==> config.mk <==
export PLATFORM = sky130hd
export DESIGN_NAME = substring_first_match_unit
export DESIGN_NICKNAME = d
export VERILOG_FILES = /design/src/hw/rtl/sfm_pkg.sv /design/src/hw/rtl/sfm_cell.sv /design/src/hw/rtl/substring_first_match_unit.sv
export SDC_FILE = /design/constraint.sdc
export NUM_CORES = 1
export LEC_CHECK = 0
export BUFFER_PORTS_ARGS = -buffer_cell sky130_fd_sc_hd__buf_2
export CAP_MARGIN = 25
export CORE_UTILIZATION = 35
export CTS_CLUSTER_DIAMETER = 200
export DETAILED_ROUTE_END_ITERATION = 16
export SETUP_SLACK_MARGIN = 0.4
export SLEW_MARGIN = 0
export SYNTH_ARGS = -nofsm -noshare
export SYNTH_HDL_FRONTEND = slang
export SYNTH_SLANG_ARGS = --single-unit
==> constraint.sdc <==
create_clock -name clock -period 5.3 [get_ports clock]
set_input_delay 1.06 -clock clock [delete_from_list [all_inputs] [get_ports clock]]
set_output_delay 1.06 -clock clock [all_outputs]
set_load 0.005 [all_outputs]
==> src/hw/rtl/sfm_pkg.sv <==
`timescale 1ns / 1ps

package sfm_pkg;

   // Needle storage and the cell row.
   localparam int MAX_NEEDLE   = 32;
   localparam int NEEDLE_WORDS = 4;
   localparam int WORD_BITS    = 64;
   localparam int WORD_SEL_BITS = 2;
   localparam int LEN_BITS     = 6;
   localparam int NIDX_BITS    = (MAX_NEEDLE > 1) ? $clog2(MAX_NEEDLE) : 1;

   // Byte position counter.
   localparam int OFFSET_BITS  = 16;
   localparam int RSP_OFF_BITS = 16;

   // Configuration port.
   localparam int CSR_IDX_BITS = 3;
   localparam logic [CSR_IDX_BITS-1:0] CSR_NEEDLE_LO     = 3'd0;
   localparam logic [CSR_IDX_BITS-1:0] CSR_NEEDLE_MID_LO = 3'd1;
   localparam logic [CSR_IDX_BITS-1:0] CSR_NEEDLE_MID_HI = 3'd2;
   localparam logic [CSR_IDX_BITS-1:0] CSR_NEEDLE_HI     = 3'd3;
   localparam logic [CSR_IDX_BITS-1:0] CSR_NEEDLE_LEN    = 3'd4;

   // Control that every cell of the row sees in the same cycle.
   typedef struct packed {
      logic shift;   // take the neighbor's bit and compare the new byte
      logic clear;   // end of string: drop every partial match
   } cell_ctrl_type;

   // One result as it waits in the output buffer.
   typedef struct packed {
      logic                    found;
      logic                    overflow;
      logic [RSP_OFF_BITS-1:0] offset;
   } rsp_type;

endpackage

==> src/hw/rtl/sfm_cell.sv <==
`timescale 1ns / 1ps

module sfm_cell
   import sfm_pkg::*;
(
   input  logic          clock,
   input  logic          reset,
   input  cell_ctrl_type ctrl,
   input  logic [7:0]    haystack_byte,
   input  logic [7:0]    needle_byte,
   input  logic          active,
   input  logic          prev_match,
   output logic          match_next,
   output logic          match_ff
);

   logic match_in;

   // Needle bytes 0..k end at this byte when bytes 0..k-1 ended at the previous one.
   assign match_next = prev_match & active & (needle_byte == haystack_byte);

   always_comb begin
      match_in = match_ff;
      if (ctrl.clear) begin
         match_in = 1'b0;
      end else if (ctrl.shift) begin
         match_in = match_next;
      end
   end

   always_ff @(posedge clock) begin
      if (reset) begin
         match_ff <= 1'b0;
      end else begin
         match_ff <= match_in;
      end
   end

endmodule

==> src/hw/rtl/substring_first_match_unit.sv <==
`timescale 1ns / 1ps

// Streaming first-occurrence substring search. The searched string arrives one
// byte per request on req_tdata, with req_tlast on its final byte; the needle of up
// to 32 bytes and its length are written beforehand through the csr_ port (a length
// above 32 counts as 32). A row of 32 identical cells, one per needle byte, keeps a
// shift-and vector: cell k holds whether needle bytes 0..k end at the current byte
// and passes that bit to cell k+1 on each byte until a hit. The block takes one byte
// every clock cycle while req_tready is high; the compare across the cell row and the
// offset subtract are combinational, and a result is registered in the output buffer
// before it appears on rsp_. The first full occurrence gives one response with found
// set in rsp_tuser and its start offset; if the string ends without one, the last
// byte gives a response with found clear and offset zero. An empty needle matches at
// offset zero on the first byte. After a hit the remaining bytes give nothing. The
// last byte always returns the block to its start state. The position counter stops
// at 65535, and offset_overflow then flags that the reported offset is not exact. A
// two-entry output buffer lets requests keep flowing while a response waits; req_tready
// falls only when both entries hold responses. Write the configuration only while idle.
module substring_first_match_unit
   import sfm_pkg::*;
(
   input  logic                    clock,
   input  logic                    reset,
   // Request channel.
   input  logic                    req_tvalid,
   output logic                    req_tready,
   input  logic [7:0]              req_tdata,   // [7:0] haystack_byte
   input  logic                    req_tlast,   // last_byte
   // Response channel.
   output logic                    rsp_tvalid,
   input  logic                    rsp_tready,
   output logic [23:0]             rsp_tdata,   // [15:0] match_offset, [16] offset_overflow
   output logic                    rsp_tuser,   // [0] found
   // Configuration write port.
   input  logic                    csr_we,
   input  logic [CSR_IDX_BITS-1:0] csr_index,
   input  logic [WORD_BITS-1:0]    csr_wdata
);

   localparam logic [OFFSET_BITS-1:0] COUNT_MAX = {OFFSET_BITS{1'b1}};

   // Configuration registers.
   logic [NEEDLE_WORDS-1:0][WORD_BITS-1:0] needle_ff;
   logic [LEN_BITS-1:0]                    length_ff;

   // Per-string state.
   logic [OFFSET_BITS-1:0] count_ff;
   logic [OFFSET_BITS-1:0] count_in;
   logic                   sat_ff;
   logic                   sat_in;
   logic                   reported_ff;
   logic                   reported_in;

   // Output buffer: the main entry drives the port, the skid entry backs it up.
   rsp_type main_ff;
   rsp_type main_in;
   logic    main_valid_ff;
   logic    main_valid_in;
   rsp_type skid_ff;
   rsp_type skid_in;
   logic    skid_valid_ff;
   logic    skid_valid_in;

   logic                   accept;
   logic                   take;
   logic [LEN_BITS-1:0]    eff_len;
   logic                   len_zero;
   logic [NIDX_BITS-1:0]   len_m1;
   logic [OFFSET_BITS-1:0] back;
   logic [OFFSET_BITS-1:0] start_off;
   logic [OFFSET_BITS+RSP_OFF_BITS-1:0] start_off_ext;
   logic                   hit;
   logic                   res_valid;
   rsp_type                res;
   cell_ctrl_type          cell_ctrl;

   logic [MAX_NEEDLE-1:0]  match_bits;
   logic [MAX_NEEDLE-1:0]  match_next;
   logic [MAX_NEEDLE-1:0]  cell_active;

   assign req_tready = ~skid_valid_ff;
   assign accept     = req_tvalid & req_tready;
   assign take       = main_valid_ff & rsp_tready;

   // Needle length, clamped to the size of the cell row.
   assign eff_len  = (length_ff > LEN_BITS'(MAX_NEEDLE)) ? LEN_BITS'(MAX_NEEDLE) : length_ff;
   assign len_zero = (eff_len == '0);
   assign len_m1   = NIDX_BITS'(eff_len - LEN_BITS'(1));

   // The cells shift only while a hit is still being looked for; the last byte
   // clears them in any case.
   assign cell_ctrl.shift = accept & ~reported_ff & ~len_zero;
   assign cell_ctrl.clear = accept & req_tlast;

   // The row of match cells. Cell 0 always has a started prefix behind it.
   for (genvar k = 0; k < MAX_NEEDLE; k++) begin : g_cell
      logic prev;
      if (k == 0) begin : g_head
         assign prev = 1'b1;
      end else begin : g_link
         assign prev = match_bits[k-1];
      end
      assign cell_active[k] = (LEN_BITS'(k) < eff_len);
      sfm_cell u_cell (
         .clock         (clock),
         .reset         (reset),
         .ctrl          (cell_ctrl),
         .haystack_byte (req_tdata),
         .needle_byte   (needle_ff[k / 8][(k % 8) * 8 +: 8]),
         .active        (cell_active[k]),
         .prev_match    (prev),
         .match_next    (match_next[k]),
         .match_ff      (match_bits[k])
      );
   end

   // A full occurrence ends at this byte when the cell of the last needle byte fires.
   assign hit = ~len_zero & match_next[len_m1];

   // Start offset: the current position less the needle length minus one,
   // held at zero if the counter is below it.
   assign back          = OFFSET_BITS'(len_m1);
   assign start_off     = (count_ff >= back) ? (count_ff - back) : '0;
   assign start_off_ext = {{RSP_OFF_BITS{1'b0}}, start_off};

   assign res_valid    = accept & ~reported_ff & (len_zero | hit | req_tlast);
   assign res.found    = len_zero | hit;
   assign res.overflow = sat_ff;
   assign res.offset   = hit ? start_off_ext[RSP_OFF_BITS-1:0] : '0;

   // Per-string state update.
   always_comb begin
      count_in    = count_ff;
      sat_in      = sat_ff;
      reported_in = reported_ff;
      if (accept) begin
         if (req_tlast) begin
            count_in    = '0;
            sat_in      = 1'b0;
            reported_in = 1'b0;
         end else begin
            if (res_valid) begin
               reported_in = 1'b1;
            end
            if (count_ff == COUNT_MAX) begin
               sat_in = 1'b1;
            end else begin
               count_in = count_ff + OFFSET_BITS'(1);
            end
         end
      end
   end

   // Output buffer. A new response can only arrive while the skid entry is empty.
   always_comb begin
      main_in       = main_ff;
      main_valid_in = main_valid_ff;
      skid_in       = skid_ff;
      skid_valid_in = skid_valid_ff;
      if (take) begin
         if (skid_valid_ff) begin
            main_in       = skid_ff;
            skid_valid_in = 1'b0;
         end else if (res_valid) begin
            main_in = res;
         end else begin
            main_valid_in = 1'b0;
         end
      end else if (res_valid) begin
         if (main_valid_ff) begin
            skid_in       = res;
            skid_valid_in = 1'b1;
         end else begin
            main_in       = res;
            main_valid_in = 1'b1;
         end
      end
   end

   always_ff @(posedge clock) begin
      if (reset) begin
         count_ff      <= '0;
         sat_ff        <= 1'b0;
         reported_ff   <= 1'b0;
         main_valid_ff <= 1'b0;
         skid_valid_ff <= 1'b0;
      end else begin
         count_ff      <= count_in;
         sat_ff        <= sat_in;
         reported_ff   <= reported_in;
         main_valid_ff <= main_valid_in;
         skid_valid_ff <= skid_valid_in;
      end
   end

   always_ff @(posedge clock) begin
      main_ff <= main_in;
      skid_ff <= skid_in;
   end

   // Configuration writes; indexes past the length register are ignored.
   always_ff @(posedge clock) begin
      if (reset) begin
         needle_ff <= '0;
         length_ff <= '0;
      end else if (csr_we) begin
         case (csr_index)
            CSR_NEEDLE_LO,
            CSR_NEEDLE_MID_LO,
            CSR_NEEDLE_MID_HI,
            CSR_NEEDLE_HI: begin
               needle_ff[csr_index[WORD_SEL_BITS-1:0]] <= csr_wdata;
            end
            CSR_NEEDLE_LEN: begin
               length_ff <= csr_wdata[LEN_BITS-1:0];
            end
            default: begin
            end
         endcase
      end
   end

   assign rsp_tvalid = main_valid_ff;
   assign rsp_tuser  = main_ff.found;
   assign rsp_tdata  = {7'b0, main_ff.overflow, main_ff.offset};

`ifndef SYNTHESIS
   // The skid entry is only ever filled behind a waiting main entry.
   a_skid_behind_main: assert property (@(posedge clock) disable iff (reset)
      skid_valid_ff |-> main_valid_ff)
      else $error("skid entry holds a response while the main entry is empty");

   // Once a hit is reported, the rest of the string yields no response.
   a_single_report: assert property (@(posedge clock) disable iff (reset)
      reported_ff |-> !res_valid)
      else $error("second response produced for one string");

   // The last byte returns the cell row and the counters to the start state.
   a_last_clears: assert property (@(posedge clock) disable iff (reset)
      (accept && req_tlast) |=> (match_bits == '0 && count_ff == '0 && !sat_ff && !reported_ff))
      else $error("string state not cleared after the last byte");

   // The saturation flag is set only with the counter pinned at its top.
   a_sat_pinned: assert property (@(posedge clock) disable iff (reset)
      sat_ff |-> (count_ff == COUNT_MAX))
      else $error("saturation flag set below the counter limit");
`endif

endmodule
# ---- After elaboration in Yosys (flattened, before gate mapping)
# Cells that the tools add are included.
dict set report totals {
  out_inout_bits 27
  in_bits 81
  word_cells 245
  reg_bits 349
}
dict set report classes {
  n_eq_ne 41
  mux 22
  n_addsub 3
  n_lt_le_gt_ge 37
  n_reduce_logical 19
  n_bitwise 76
}
# op n
set op_table {}
lappend op_table {{bitwise mux 256 bit} 1}
lappend op_table {{equality test 8 bit} 32}
lappend op_table {{demux 64 bit (select 2 bit)} 1}
lappend op_table {{< comparator 5 x 6 -> 1 bit, first input constant} 16}
lappend op_table {{two-way mux 18 bit} 5}
lappend op_table {{bitwise AND 1 bit} 70}
lappend op_table {{two-way mux 16 bit} 4}
lappend op_table {{two-way mux 64 bit} 1}
lappend op_table {{< comparator 4 x 6 -> 1 bit, first input constant} 8}
lappend op_table {{< comparator 3 x 6 -> 1 bit, first input constant} 4}
lappend op_table {{adder 16 x 1 -> 16 bit, second input constant} 1}
lappend op_table {{equality test 16 bit, second input constant} 1}
lappend op_table {{greater-or-equal comparator 16 x 5 -> 1 bit} 1}
lappend op_table {{subtractor 16 x 5 -> 16 bit} 1}
lappend op_table {{< comparator 1 x 6 -> 1 bit, first input constant} 2}
lappend op_table {{< comparator 2 x 6 -> 1 bit, first input constant} 2}
lappend op_table {{AND reduction 2 bit} 6}
lappend op_table {{AND reduction 3 bit} 3}
lappend op_table {{two-way mux 1 bit} 8}
lappend op_table {{nonzero test 2 bit} 4}
lappend op_table {{equality test 3 x 2 -> 1 bit, second input constant} 2}
lappend op_table {{greater-than comparator 6 bit, second input constant} 1}
lappend op_table {{zero test 6 bit} 1}
lappend op_table {{< comparator 5 x 6 -> 1 bit, second input constant} 1}
lappend op_table {{other kinds (15)} 22}

# ---- Logic depth before layout (Yosys ltp)
# Gate-level depths: netlist of run 1.
dict set report depth {
  depth_word 14
  depth_mapped 19
  depth_no_buf 15
}

# ---- Hierarchy
# Synthesis of run 1 repeated with hierarchy kept, for this count alone.
dict set report unflattened {
  cells_unflattened 2063
  hier_area_um2 17194.0
}
# module n_inst cells_each seq_area_each_um2 area_each_um2
set by_module_without_submodules {}
lappend by_module_without_submodules {substring_first_match_unit 1 1551 6726.5 12589.6}
lappend by_module_without_submodules {sfm_cell 32 16 20.0 143.9}

# ---- Worst setup path after synthesis of run 1
# OpenSTA, ideal clock, no wires.
dict set report synth_path {
  path_type {input to register}
  start {input port req_tdata[3]}
  end {register main_ff, in the netlist rsp_tdata[0], enable pin}
  cell_stages 11
  slack_ps 484
  required_ps 4876
  t_arrival_ps 4392
  setup_ps 424
  path_buffers 2
  cell_sequence {clkbuf_1 > buf_2 > xor2_1 > nor4_1 > a32oi_1 > a211oi_1 > o21ai_1 > o32ai_4 > o311ai_2 > ha_1 > a221oi_1}
}
dict set report synth_between {
  elab_chain_len 10
  word_cells_on_any_way 73
  cone_classes {eq/ne (32); mux (2); bitwise (36); reduce/logical (3)}
}
# element line
set synth_rtl {}
lappend synth_rtl {{start, declared} substring_first_match_unit.sv:27} ;# input logic [7:0] req_tdata,
lappend synth_rtl {{equality test 8 bit} sfm_cell.sv:20} ;# assign match_next = prev_match & active & (needle_byte == haystack_byte);
lappend synth_rtl {{bitwise AND 1 bit} sfm_cell.sv:20}
lappend synth_rtl {{binary-select mux 1 bit (select 5 bit) *} substring_first_match_unit.sv:118} ;# assign hit = ~len_zero & match_next[len_m1];
lappend synth_rtl {{two-way mux 1 bit (not written as such) *} substring_first_match_unit.sv:118}
lappend synth_rtl {{bitwise AND 1 bit *} substring_first_match_unit.sv:118}
lappend synth_rtl {{OR 1 bit * (2 in series)} substring_first_match_unit.sv:126} ;# assign res_valid = accept & ~reported_ff & (len_zero | hit | req_tlast);
lappend synth_rtl {{bitwise AND 1 bit *} substring_first_match_unit.sv:126}
lappend synth_rtl {{nonzero test 2 bit (no line)} n/a}
lappend synth_rtl {{AND reduction 3 bit (no line) *} n/a}
lappend synth_rtl {{end signal, assigned} substring_first_match_unit.sv:197} ;# main_ff <= main_in;
lappend synth_rtl {{end, declared} substring_first_match_unit.sv:55} ;# rsp_type main_ff;
# Every way passes the cells marked *; elsewhere a longest branch is shown, timed or not. The select of a mux whose other input is x is not followed.
# A chain may end at the register's enable or synchronous reset.

==> results.toml, run 1 <==
[status]
outcome = "finished clean"

[worst_hold_path]
hp-class = "register to register"

[place]
place_hpwl_mm = 33.6
routabilityCongestion = 0.905
place.port_buffers = 100
dp_slack_ps = 529

[clock_tree]
cts_buffer_depth = 3
cts_tree = "built"
clk_pin_slew_worst_paths_ps = 60
cts_resized = 0
cts_made_buffers = 40
clock_latency_ps = 590
htree_num_levels = 2
cts_sinks = 349
postCtsSetupBuffers = 0
cts_hold_buf = 0
cts-root-buf = "clkbuf_16"

[drt]
vias_per_cell = 5.22
vias = 14400
wirelength_mm = 52.0
drt_first_pass_iters = 6
drt_iter0_drc = 1146
drc = 0
ant_nets = 0
avgRoutedWirePerCell_um = 18.9

[global_routing]
grtUsageTotal_pct = 21.0
grt_max_degree = 114
antenna_found_initial = 1
grt_first_pass_wirelength_mm = 81.2
grt.overflow.total = 0
grt_pass1_vias = 14100

[timing]
min_period_ps = 4410
tns_ps = 0
tightest_slew_ps = 979
fin_skew_ps = 23.9
fmax_mhz = 227
layout_worst_path_cycle_share_pct = 83.3
slew_headroom_pct = 34.7
finalMaxSlewViolations = 0
rsz0062_at_grt = "false"
finalHoldViolations = 0
layout_setup_ws_ps = 885
finalSetupViolCount = 0

[critical_path]
end_kind = "register"
worstSetupStartpointType = "register"
worstPathArrival_ps = 4720
worstSetupPathType = "register to register"
critPathRequiredTime_ps = 5610
worstPathMaxFanout = 32

[cells_and_area]
final_common_cell = "nand2_1"
final_nets = 2197
final_cell_mix = "581 x nand2_1, 313 x dfxtp_1, 305 x a21oi_1, 236 x xnor2_1, 99 x buf_2"
drive_gt1_share_pct = 11.6
synthToLayoutAreaGrowth_pct = 14.2
n_fill_cell = 4806

[logic_synthesis]
synth_flop_cell = "dfxtp_1"
synth-edff-count = 36
yosysSeqAreaShare_pct = 43.6
syn-cell-area_mm2 = 0.0168
async_flop_share_pct = 0
ys_types = 70
yosysWarnings = 0
yosys.area.top_type = "dfxtp_1"
syn_inst = 2076
synthDominantCellAreaShare_pct = 37.2
ys_top_cells_by_area = "dfxtp_1 37%, nand2_1 13%, xnor2_1 12%"
ys_seq_elements = 349
syn_area_per_cell_um2 = 8.11

[pwr]
power_density_mw_per_mm2 = 326
vdd_drop_max_mv = 0.242
p_leak_nw = 6.34

[floorplanning]
dieArea_mm2 = 0.0490
io_pins = 108
dieWidth_um = 221
die_y_um = 221
design.core.area_mm2 = 0.0476
rows = 80
initial_utilization_pct = 35.4

[job]
cap_violations = 0
==> cells in the mapped netlist, types with 4 or more instances <==
cell / instances
a21oi_1: 305
a31oi_1: 4
and3_1: 9
buf_1: 12
buf_2: 38
buf_4: 14
buf_6: 7
clkbuf_1: 90
dfxtp_1: 313
edfxtp_1: 36
ha_1: 9
inv_1: 18
mux2i_1: 7
nand2_1: 582
nand2b_1: 6
nand3_1: 37
nand4_1: 43
nor2_1: 75
nor2b_1: 7
nor3_1: 19
nor4_1: 40
o2111ai_1: 4
o211ai_1: 11
o21ai_0: 12
o21ai_1: 9
o31ai_1: 5
o31ai_2: 12
or3_1: 8
xnor2_1: 236
xor2_1: 45
==> cell families after synthesis <==
group           share of synthesized area, %
compound gates                          13.5
xor+xnor                                14.8
fa+ha+maj                              0.787
buf+inv                                 4.92
flops                                   43.6
mux                                    0.483
other cells                           0.0223
simple gates                            21.9
==> path summary, 6_finish.rpt <==
check | start | cells after the start | slack [ps] | end
hold / removal | g_cell[4].u_cell.match_ff | 2 | 450 | g_cell[4].u_cell.match_ff
setup / recovery | length_ff[0] | 16 | 890 | rsp_tdata[3]
setup reg to reg | length_ff[0] | 16 | 890 | rsp_tdata[3]
hold reg to reg | g_cell[4].u_cell.match_ff | 2 | 450 | g_cell[4].u_cell.match_ff
==> where the power goes <==
group	switching (mW)	total [mW]	leakage (nW)	internal, mW
sequential	0.0421	2.78	2.89	2.74
clock	1.18	2.89	0.680	1.72
combinational	0.382	0.591	2.78	0.209
==> per-layer routing <==
| layer | GRT usage [%] | share of wire (%) | vias up |
|---|---|---|---|
| li1 | - | - | 6971 |
| met4 | 9.20 | 3.6 | 0 |
| met5 | 0 | 0 | - |
| met1 | 26.2 | 43 | 6864 |
| met2 | 36.2 | 48 | 444 |
| met3 | 2.87 | 5.4 | 107 |
==> area by class of cell <==
type                    count  area, um2  area share (%)
repair buffers            143        927            4.82
diodes                      2       5.00          0.0260
clock buffers              63       1240            6.45
multi-input cells        1553       8740            45.4
well taps                 615        769            4.00
inverters                  19       71.3           0.371
flip-flops and latches    349       7350            38.2
clock inverters            10        134           0.696
==> state kept, by name, summed over array words and instances (netlist names) <==
| signal | count |
|---|---|
| reported_ff | 1 |
| g_cell.u_cell.match_ff | 31 |
| skid_ff | 18 |
| needle_ff | 256 |
| count_ff | 16 |
| rsp_tuser | 1 |
| rsp_tdata | 17 |
| length_ff | 6 |
| sat_ff | 1 |
| skid_valid_ff | 1 |
| rsp_tvalid | 1 |
==> worst max-delay path: stages, from the launching register on <==
cell     delay (ps)
dfxtp_1         310
buf_4           130
nor2b_1         200
inv_2            60
ha_1            340
xnor2_4         330
inv_1           220
ha_1            380
a21o_1          180
a21oi_1         210
nor2b_1          90
or3_4           350
or4_4           430
nor4_1          280
nor2_1          110
nand2_4         370
o31ai_1         150
==> metrics by stage <==
stage / power, mW / instances / util, % / hold slack [ps] / instance area, um2
2_1_floorplan: 3.20 / 2082 / - / 429 / 16900
3_3_place_gp: 3.41 / 2677 / 37.4 / 442 / 17800
3_5_place_dp: 3.42 / 2677 / 37.4 / 441 / 17800
4_1_cts: 6.31 / 2750 / 40.3 / 452 / 19200
5_1_grt: 6.48 / 2752 / 40.4 / 470 / 19200
6_report: 6.26 / 2754 / 40.4 / 452 / 19200
No activity file was read; power rests on OpenSTA's default activity.
==> run 2: changes to the inputs <==
Settings changed: ABC_AREA set to 1.
Clock period 5.3 ns to 4 ns, I/O delays scaled along.
==> results.toml, run 2 <==
[place]
dp_cells = 3271
place.port_buffers = 100
dpl-instance-area_mm2 = 0.0189
routabilityCongestion = 0.954
place_hpwl_mm = 39.1

[logic_synthesis]
yosys.area.top_type = "dfxtp_1"
ys_top_cells_by_area = "dfxtp_1 35%, nand2_1 12%, nor2_1 9.1%"
yosysSeqAreaShare_pct = 41.4
ys_types = 49
synthDominantCellAreaShare_pct = 35.3
syn_inst = 2598
ys_top_cells_by_count = "550 x nand2_1, 428 x nor2_1, 313 x dfxtp_1, 312 x o21ai_0, 237 x inv_1"
synth_flop_cell = "dfxtp_1"
syn_area_per_cell_um2 = 6.83
yosysWarnings = 0
async_flop_share_pct = 0
ys_seq_elements = 349
synth-edff-count = 36
synth_most_common_cell = "nand2_1"
syn-cell-area_mm2 = 0.0177

[floorplanning]
initial_utilization_pct = 35.4
dieWidth_um = 227
io_pins = 108
design.core.area_mm2 = 0.0501
dieArea_mm2 = 0.0516
die_y_um = 227
rows = 82

[cells_and_area]
final_common_cell = "nand2_1"
multiInputGateArea_mm2 = 0.00877
final_cell_mix = "546 x nand2_1, 428 x nor2_1, 311 x o21ai_0, 311 x dfxtp_1, 230 x inv_1"
finalNonFillerCells = 3355
largest_register_ffs = 256
post-route-util_pct = 40.6
n_fill_cell = 5277
top_register = "needle_ff"
regArea_mm2 = 0.00735
reg_top3 = "needle_ff x256, g_cell.u_cell.match_ff x31, skid_ff x18"
final_area_mm2 = 0.0203
synthToLayoutAreaGrowth_pct = 14.5
final_nets = 2739
drive_gt1_share_pct = 10.8

[clock_tree]
cts_buffer_depth = 3
cts_sinks = 349
cts_tree = "built"
clock_latency_ps = 580
cts_hold_buf = 0
cts_made_buffers = 41
clk_pin_slew_worst_paths_ps = 60
cts-root-buf = "clkbuf_16"
htree_num_levels = 2

[critical_path]
worstSetupStartpointType = "register"
critPathRequiredTime_ps = 4320
worstPathArrival_ps = 3690
worstPathMaxFanout = 13
worstSetupPathType = "register to register"
end_kind = "register"

[global_routing]
grtUsageMet1_pct = 29.6
antenna_found_initial = 2
grt_max_degree = 144
grtUsageMet2_pct = 39.3
grt_first_pass_wirelength_mm = 92.1
grt_most_used_layer = "met2"
grtUsageTotal_pct = 23.0
grt.overflow.total = 0
grt_pass1_vias = 16200
met3_usage_pct = 3.20

[drt]
vias = 17100
drt_first_pass_iters = 5
ant_nets = 0
drc = 0
avgRoutedWirePerCell_um = 17.6
vias_per_cell = 5.08
wirelength_mm = 58.9
drt_iter0_drc = 1486

[timing]
min_period_ps = 3380
finalSetupViolCount = 0
fmax_mhz = 296
layout_worst_path_cycle_share_pct = 84.4
fin_skew_ps = 20.4
finalMaxSlewViolations = 0
tns_ps = 0
slew_headroom_pct = 32.4
rsz0062_at_grt = "false"
tightest_slew_ps = 1010
finalHoldViolations = 0

[pwr]
p_leak_nw = 8.56
power_density_mw_per_mm2 = 415
vdd_drop_max_mv = 0.323

[status]
outcome = "finished clean"

[job]
cap_violations = 0

[worst_hold_path]
hp-class = "register to register"
run 2: cell count changes after synthesis, sizes merged, moves of 17 or more:
cell | before | now
nor2 | 75 | 434
xnor2 | 237 | 37
a21oi | 305 | 218
o21ai | 22 | 324
nor4 | 40 | 2
o31ai | 17 | 0
nand2 | 583 | 555
nand3 | 37 | 107
inv | 19 | 254
run 2: cell type report:
| type | instances | share of cell area, % |
|---|---|---|
| Clock inverter | 10 | 0.382 |
| Antenna cell | 3 | 0.0370 |
| Timing Repair Buffer | 153 | 5.32 |
| Sequential cell | 349 | 36.2 |
| Multi-Input combinational cell | 1847 | 43.2 |
| Clock buffer | 65 | 5.95 |
| Tap cell | 672 | 4.14 |
| Inverter | 256 | 4.81 |
run 2: what timing repair did:
action / 4_1_cts / 5_1_grt
setup endpoints to repair: 23 / 55
pin swaps: 0 / 2
gates resized for setup: 2 / 25
buffers inserted: 0 / 5
run 2: worst paths after layout:
| check | from | to | slack [ps] | cells past startpoint |
|---|---|---|---|---|
| setup / recovery | length_ff[5] | rsp_tdata[10] | 620 | 20 |
| hold / removal | needle_ff[82] | needle_ff[82] | 470 | 2 |
| setup reg to reg | length_ff[5] | rsp_tdata[10] | 620 | 20 |
| hold reg to reg | needle_ff[82] | needle_ff[82] | 470 | 2 |
run 2: layer usage:
metal  up-vias  share of wire [%]
met3       120                6.1
met4         0                3.2
met5         -                  0
met2       565                 48
li1       8422                  -
met1      7946                 43
run 2: worst max-delay path, cell delays in order (launching register included):
cell	delay, ps
dfxtp_2	420
nor2_4	60
inv_2	130
buf_4	250
nand3_1	120
xor2_1	250
inv_1	180
ha_1	350
inv_1	90
o21ai_1	100
nand2_1	70
nand2_1	80
inv_2	70
nand4_1	120
inv_2	100
nand3_2	100
nor3_4	270
buf_6	150
nor2_1	50
nand2_1	100
a21oi_1	70
run 2: cell families after synthesis:
family | share of synthesized area [%]
adder cells (fa/ha/maj) | 0.748
flip-flops | 41.4
XOR/XNOR | 4.10
other | 0.0211
buffers and inverters | 9.83
AO/OA/AOI/OAI | 16.7
AND/OR/NAND/NOR | 27.1
multiplexers | 0.127
run 2: power by group:
group          switching, mW  internal, mW
Clock                   1.56          2.08
Combinational          0.699         0.332
Sequential            0.0758          3.68
Total                   2.33          6.09
run 2: through the flow:
step           hold WS [ps]  total power [mW]  worst slack [ps]
2_1_floorplan           425              4.46               525
3_3_place_gp            450              4.82               166
3_5_place_dp            456              4.84               147
4_1_cts                 451              8.48               408
5_1_grt                 474              8.77               380
6_report                465              8.43               625
==> run 3: changes to the inputs <==
Clock period 4 ns to 2.8 ns, I/O delays scaled along.
==> results.toml, run 3 (synthesis gave the netlist of run 2 again) <==
[status]
outcome = "finished, violations left"
violations = "negative setup slack"

[floorplanning]
initial_utilization_pct = 35.4
dieWidth_um = 227
io_pins = 108
rows = 82
die_y_um = 227
design.core.area_mm2 = 0.0501
dieArea_mm2 = 0.0516

[worst_hold_path]
hp-class = "primary input to register"
hold_end = "count_ff[1]"
min_from = "reset"
whs_path_depth = 2

[cells_and_area]
reg_top3 = "needle_ff x256, g_cell.u_cell.match_ff x31, skid_ff x18"
final_nets = 2897
antennaDiodeCount = 0
drive_gt1_share_pct = 17.9
multiInputGateArea_mm2 = 0.00907
top_register = "needle_ff"
final_cell_mix = "535 x nand2_1, 417 x nor2_1, 310 x dfxtp_1, 308 x o21ai_0, 224 x inv_1"
synthToLayoutAreaGrowth_pct = 24.8
post-route-util_pct = 44.2
largest_register_ffs = 256
final_area_mm2 = 0.0221
regArea_mm2 = 0.00735
final_common_cell = "nand2_1"
n_fill_cell = 5160

[timing]
layout_worst_path_cycle_share_pct = 113
rsz0062_at_grt = "true"
finalMaxSlewViolations = 0
tightest_slew_ps = 640
min_period_ps = 3160
slew_headroom_pct = 57.3
finalSetupViolCount = 68
fmax_mhz = 316
fin_skew_ps = 35.7
layout_setup_ws_ps = -361
whs_ps = 234
finalHoldViolations = 0

[critical_path]
r2r_cells = 21
worstPathArrival_ps = 3460
worstPathMaxFanout = 11
r2r-end = "rsp_tuser"
worstSetupPathType = "register to register"
timing.rr.start = "length_ff[1]"
path_cells = "inv_2, nand2_1, nor2_1, nand2_1, nand2_1, nand2_2, inv_1, ha_4, buf_6, clkinvlp_4, nand3_1, nand3_1, nand3_1, nand3_2, nand4_1, nand2_2, ha_4, inv_1, nand2_2, a21oi_4, clkbuf_16"
r2r_slack_ps = -360
critPathRequiredTime_ps = 3090
cpMaxStageDelayCell = "dfxtp_2"
worstSetupStartpointType = "register"
slowest_delay_ps = 340
end_kind = "register"

[global_routing]
grt.overflow.total = 0
grt_max_degree = 132
grtUsageTotal_pct = 23.5
antenna_found_initial = 0
grt_pass1_vias = 17000
grt_first_pass_wirelength_mm = 93.9

[drt]
wirelength_mm = 60.8
vias = 17800
drt_iter0_drc = 1453
vias_per_cell = 5.07
avgRoutedWirePerCell_um = 17.3
ant_nets = 0
drt_first_pass_iters = 5
drc = 0

[pwr]
pwr-share-clk_pct = 42.4
p_leak_nw = 9.48
vdd_drop_max_mv = 0.457
power_switching_mw = 3.38
power.total_mw = 12.4
combPwrFrac_pct = 14.3
power_density_mw_per_mm2 = 559
sw_frac_of_total_pct = 27.3
pwr-share-seq_pct = 43.4
intPower_mw = 8.99

[place]
place.port_buffers = 100
routabilityCongestion = 0.947
dpl-instance-area_mm2 = 0.0202
place_hpwl_mm = 41.7
dp_slack_ps = -439

[clock_tree]
cts-root-buf = "clkbuf_16"
cts_made_buffers = 41
clk_pin_slew_worst_paths_ps = 60
cts_sinks = 349
cts_buffer_depth = 3
cts_tree = "built"
htree_num_levels = 2
clock_latency_ps = 590

[job]
cap_violations = 0
[run 3: cell types whose count changed in the layout (fill, tap and decap cells not counted), sizes merged, moves of 2 or more]
cell	before	now
buf	153	309
clkbuf	65	60
diode	3	0
bufinv	0	2
clkinv	9	7
clkinvlp	1	3
[run 3: worst max-delay path by stage]
stage	from	endpoint	slack, ps	cells past startpoint
4_1_cts	length_ff[0]	rsp_tdata[15]	-340	27
3_5_place_dp	req_tdata[3]	rsp_tdata[5]	-440	19
6_report	length_ff[1]	rsp_tuser	-360	21
3_3_place_gp	req_tdata[3]	rsp_tdata[1]	-410	19
5_1_grt	length_ff[1]	rsp_tdata[15]	-510	27
2_1_floorplan	length_ff[5]	rsp_tdata[12]	-370	24
[run 3: cell type report]
| class | instances | share of cell area, % |
|---|---|---|
| inverter | 256 | 4.52 |
| multi-input combinational | 1847 | 41.0 |
| tap | 672 | 3.80 |
| timing repair buffer | 310 | 11.6 |
| clock buffer | 59 | 5.22 |
| timing repair inverter | 1 | 0.0396 |
| clock inverter | 10 | 0.599 |
| sequential | 349 | 33.2 |
[run 3: repair_timing]
action	4_1_cts	5_1_grt
cloned	1	3
gates resized for setup	36	58
endpoints found under the setup margin	73	109
pin swaps	20	21
hold buffers	0	0
buffers inserted	19	11
[run 3: stage by stage]
step | std cells | TNS, ps
CTS | 3490 | -12710
finish | 3504 | -18460
global placement | 3401 | -18670
global route | 3504 | -29330
floorplan | 2604 | -12430
detailed placement | 3401 | -22200
[run 3: layer usage]
layer | vias to the layer above | part of all wire [%] | GRT usage [%] | wire, um
met5 | - | 0 | 0 | 0
met4 | 0 | 3.2 | 8.21 | 1930
met3 | 123 | 5.7 | 3.20 | 3460
met2 | 578 | 48 | 40.4 | 29100
met1 | 8326 | 43 | 30.1 | 26300
li1 | 8737 | - | - | -
[run 3: critical path, delay by kind of cell, from the launching register on]
family / cells / cell delay, ps
and+or+nand+nor: 12 / 1050
adders and majority gates: 2 / 460
DFF: 1 / 340
buffers and inverters: 6 / 790
AOI/OAI and AO/OA: 1 / 240
[run 3: power by group through the flow]
stage	sequential (mW)	clock, mW	combinational, mW
2_1_floorplan	5.45	0	0.940
4_1_cts	5.37	5.34	1.68
3_5_place_dp	5.47	0	1.62
5_1_grt	5.39	5.52	1.93
6_report	5.37	5.24	1.77
3_3_place_gp	5.47	0	1.60
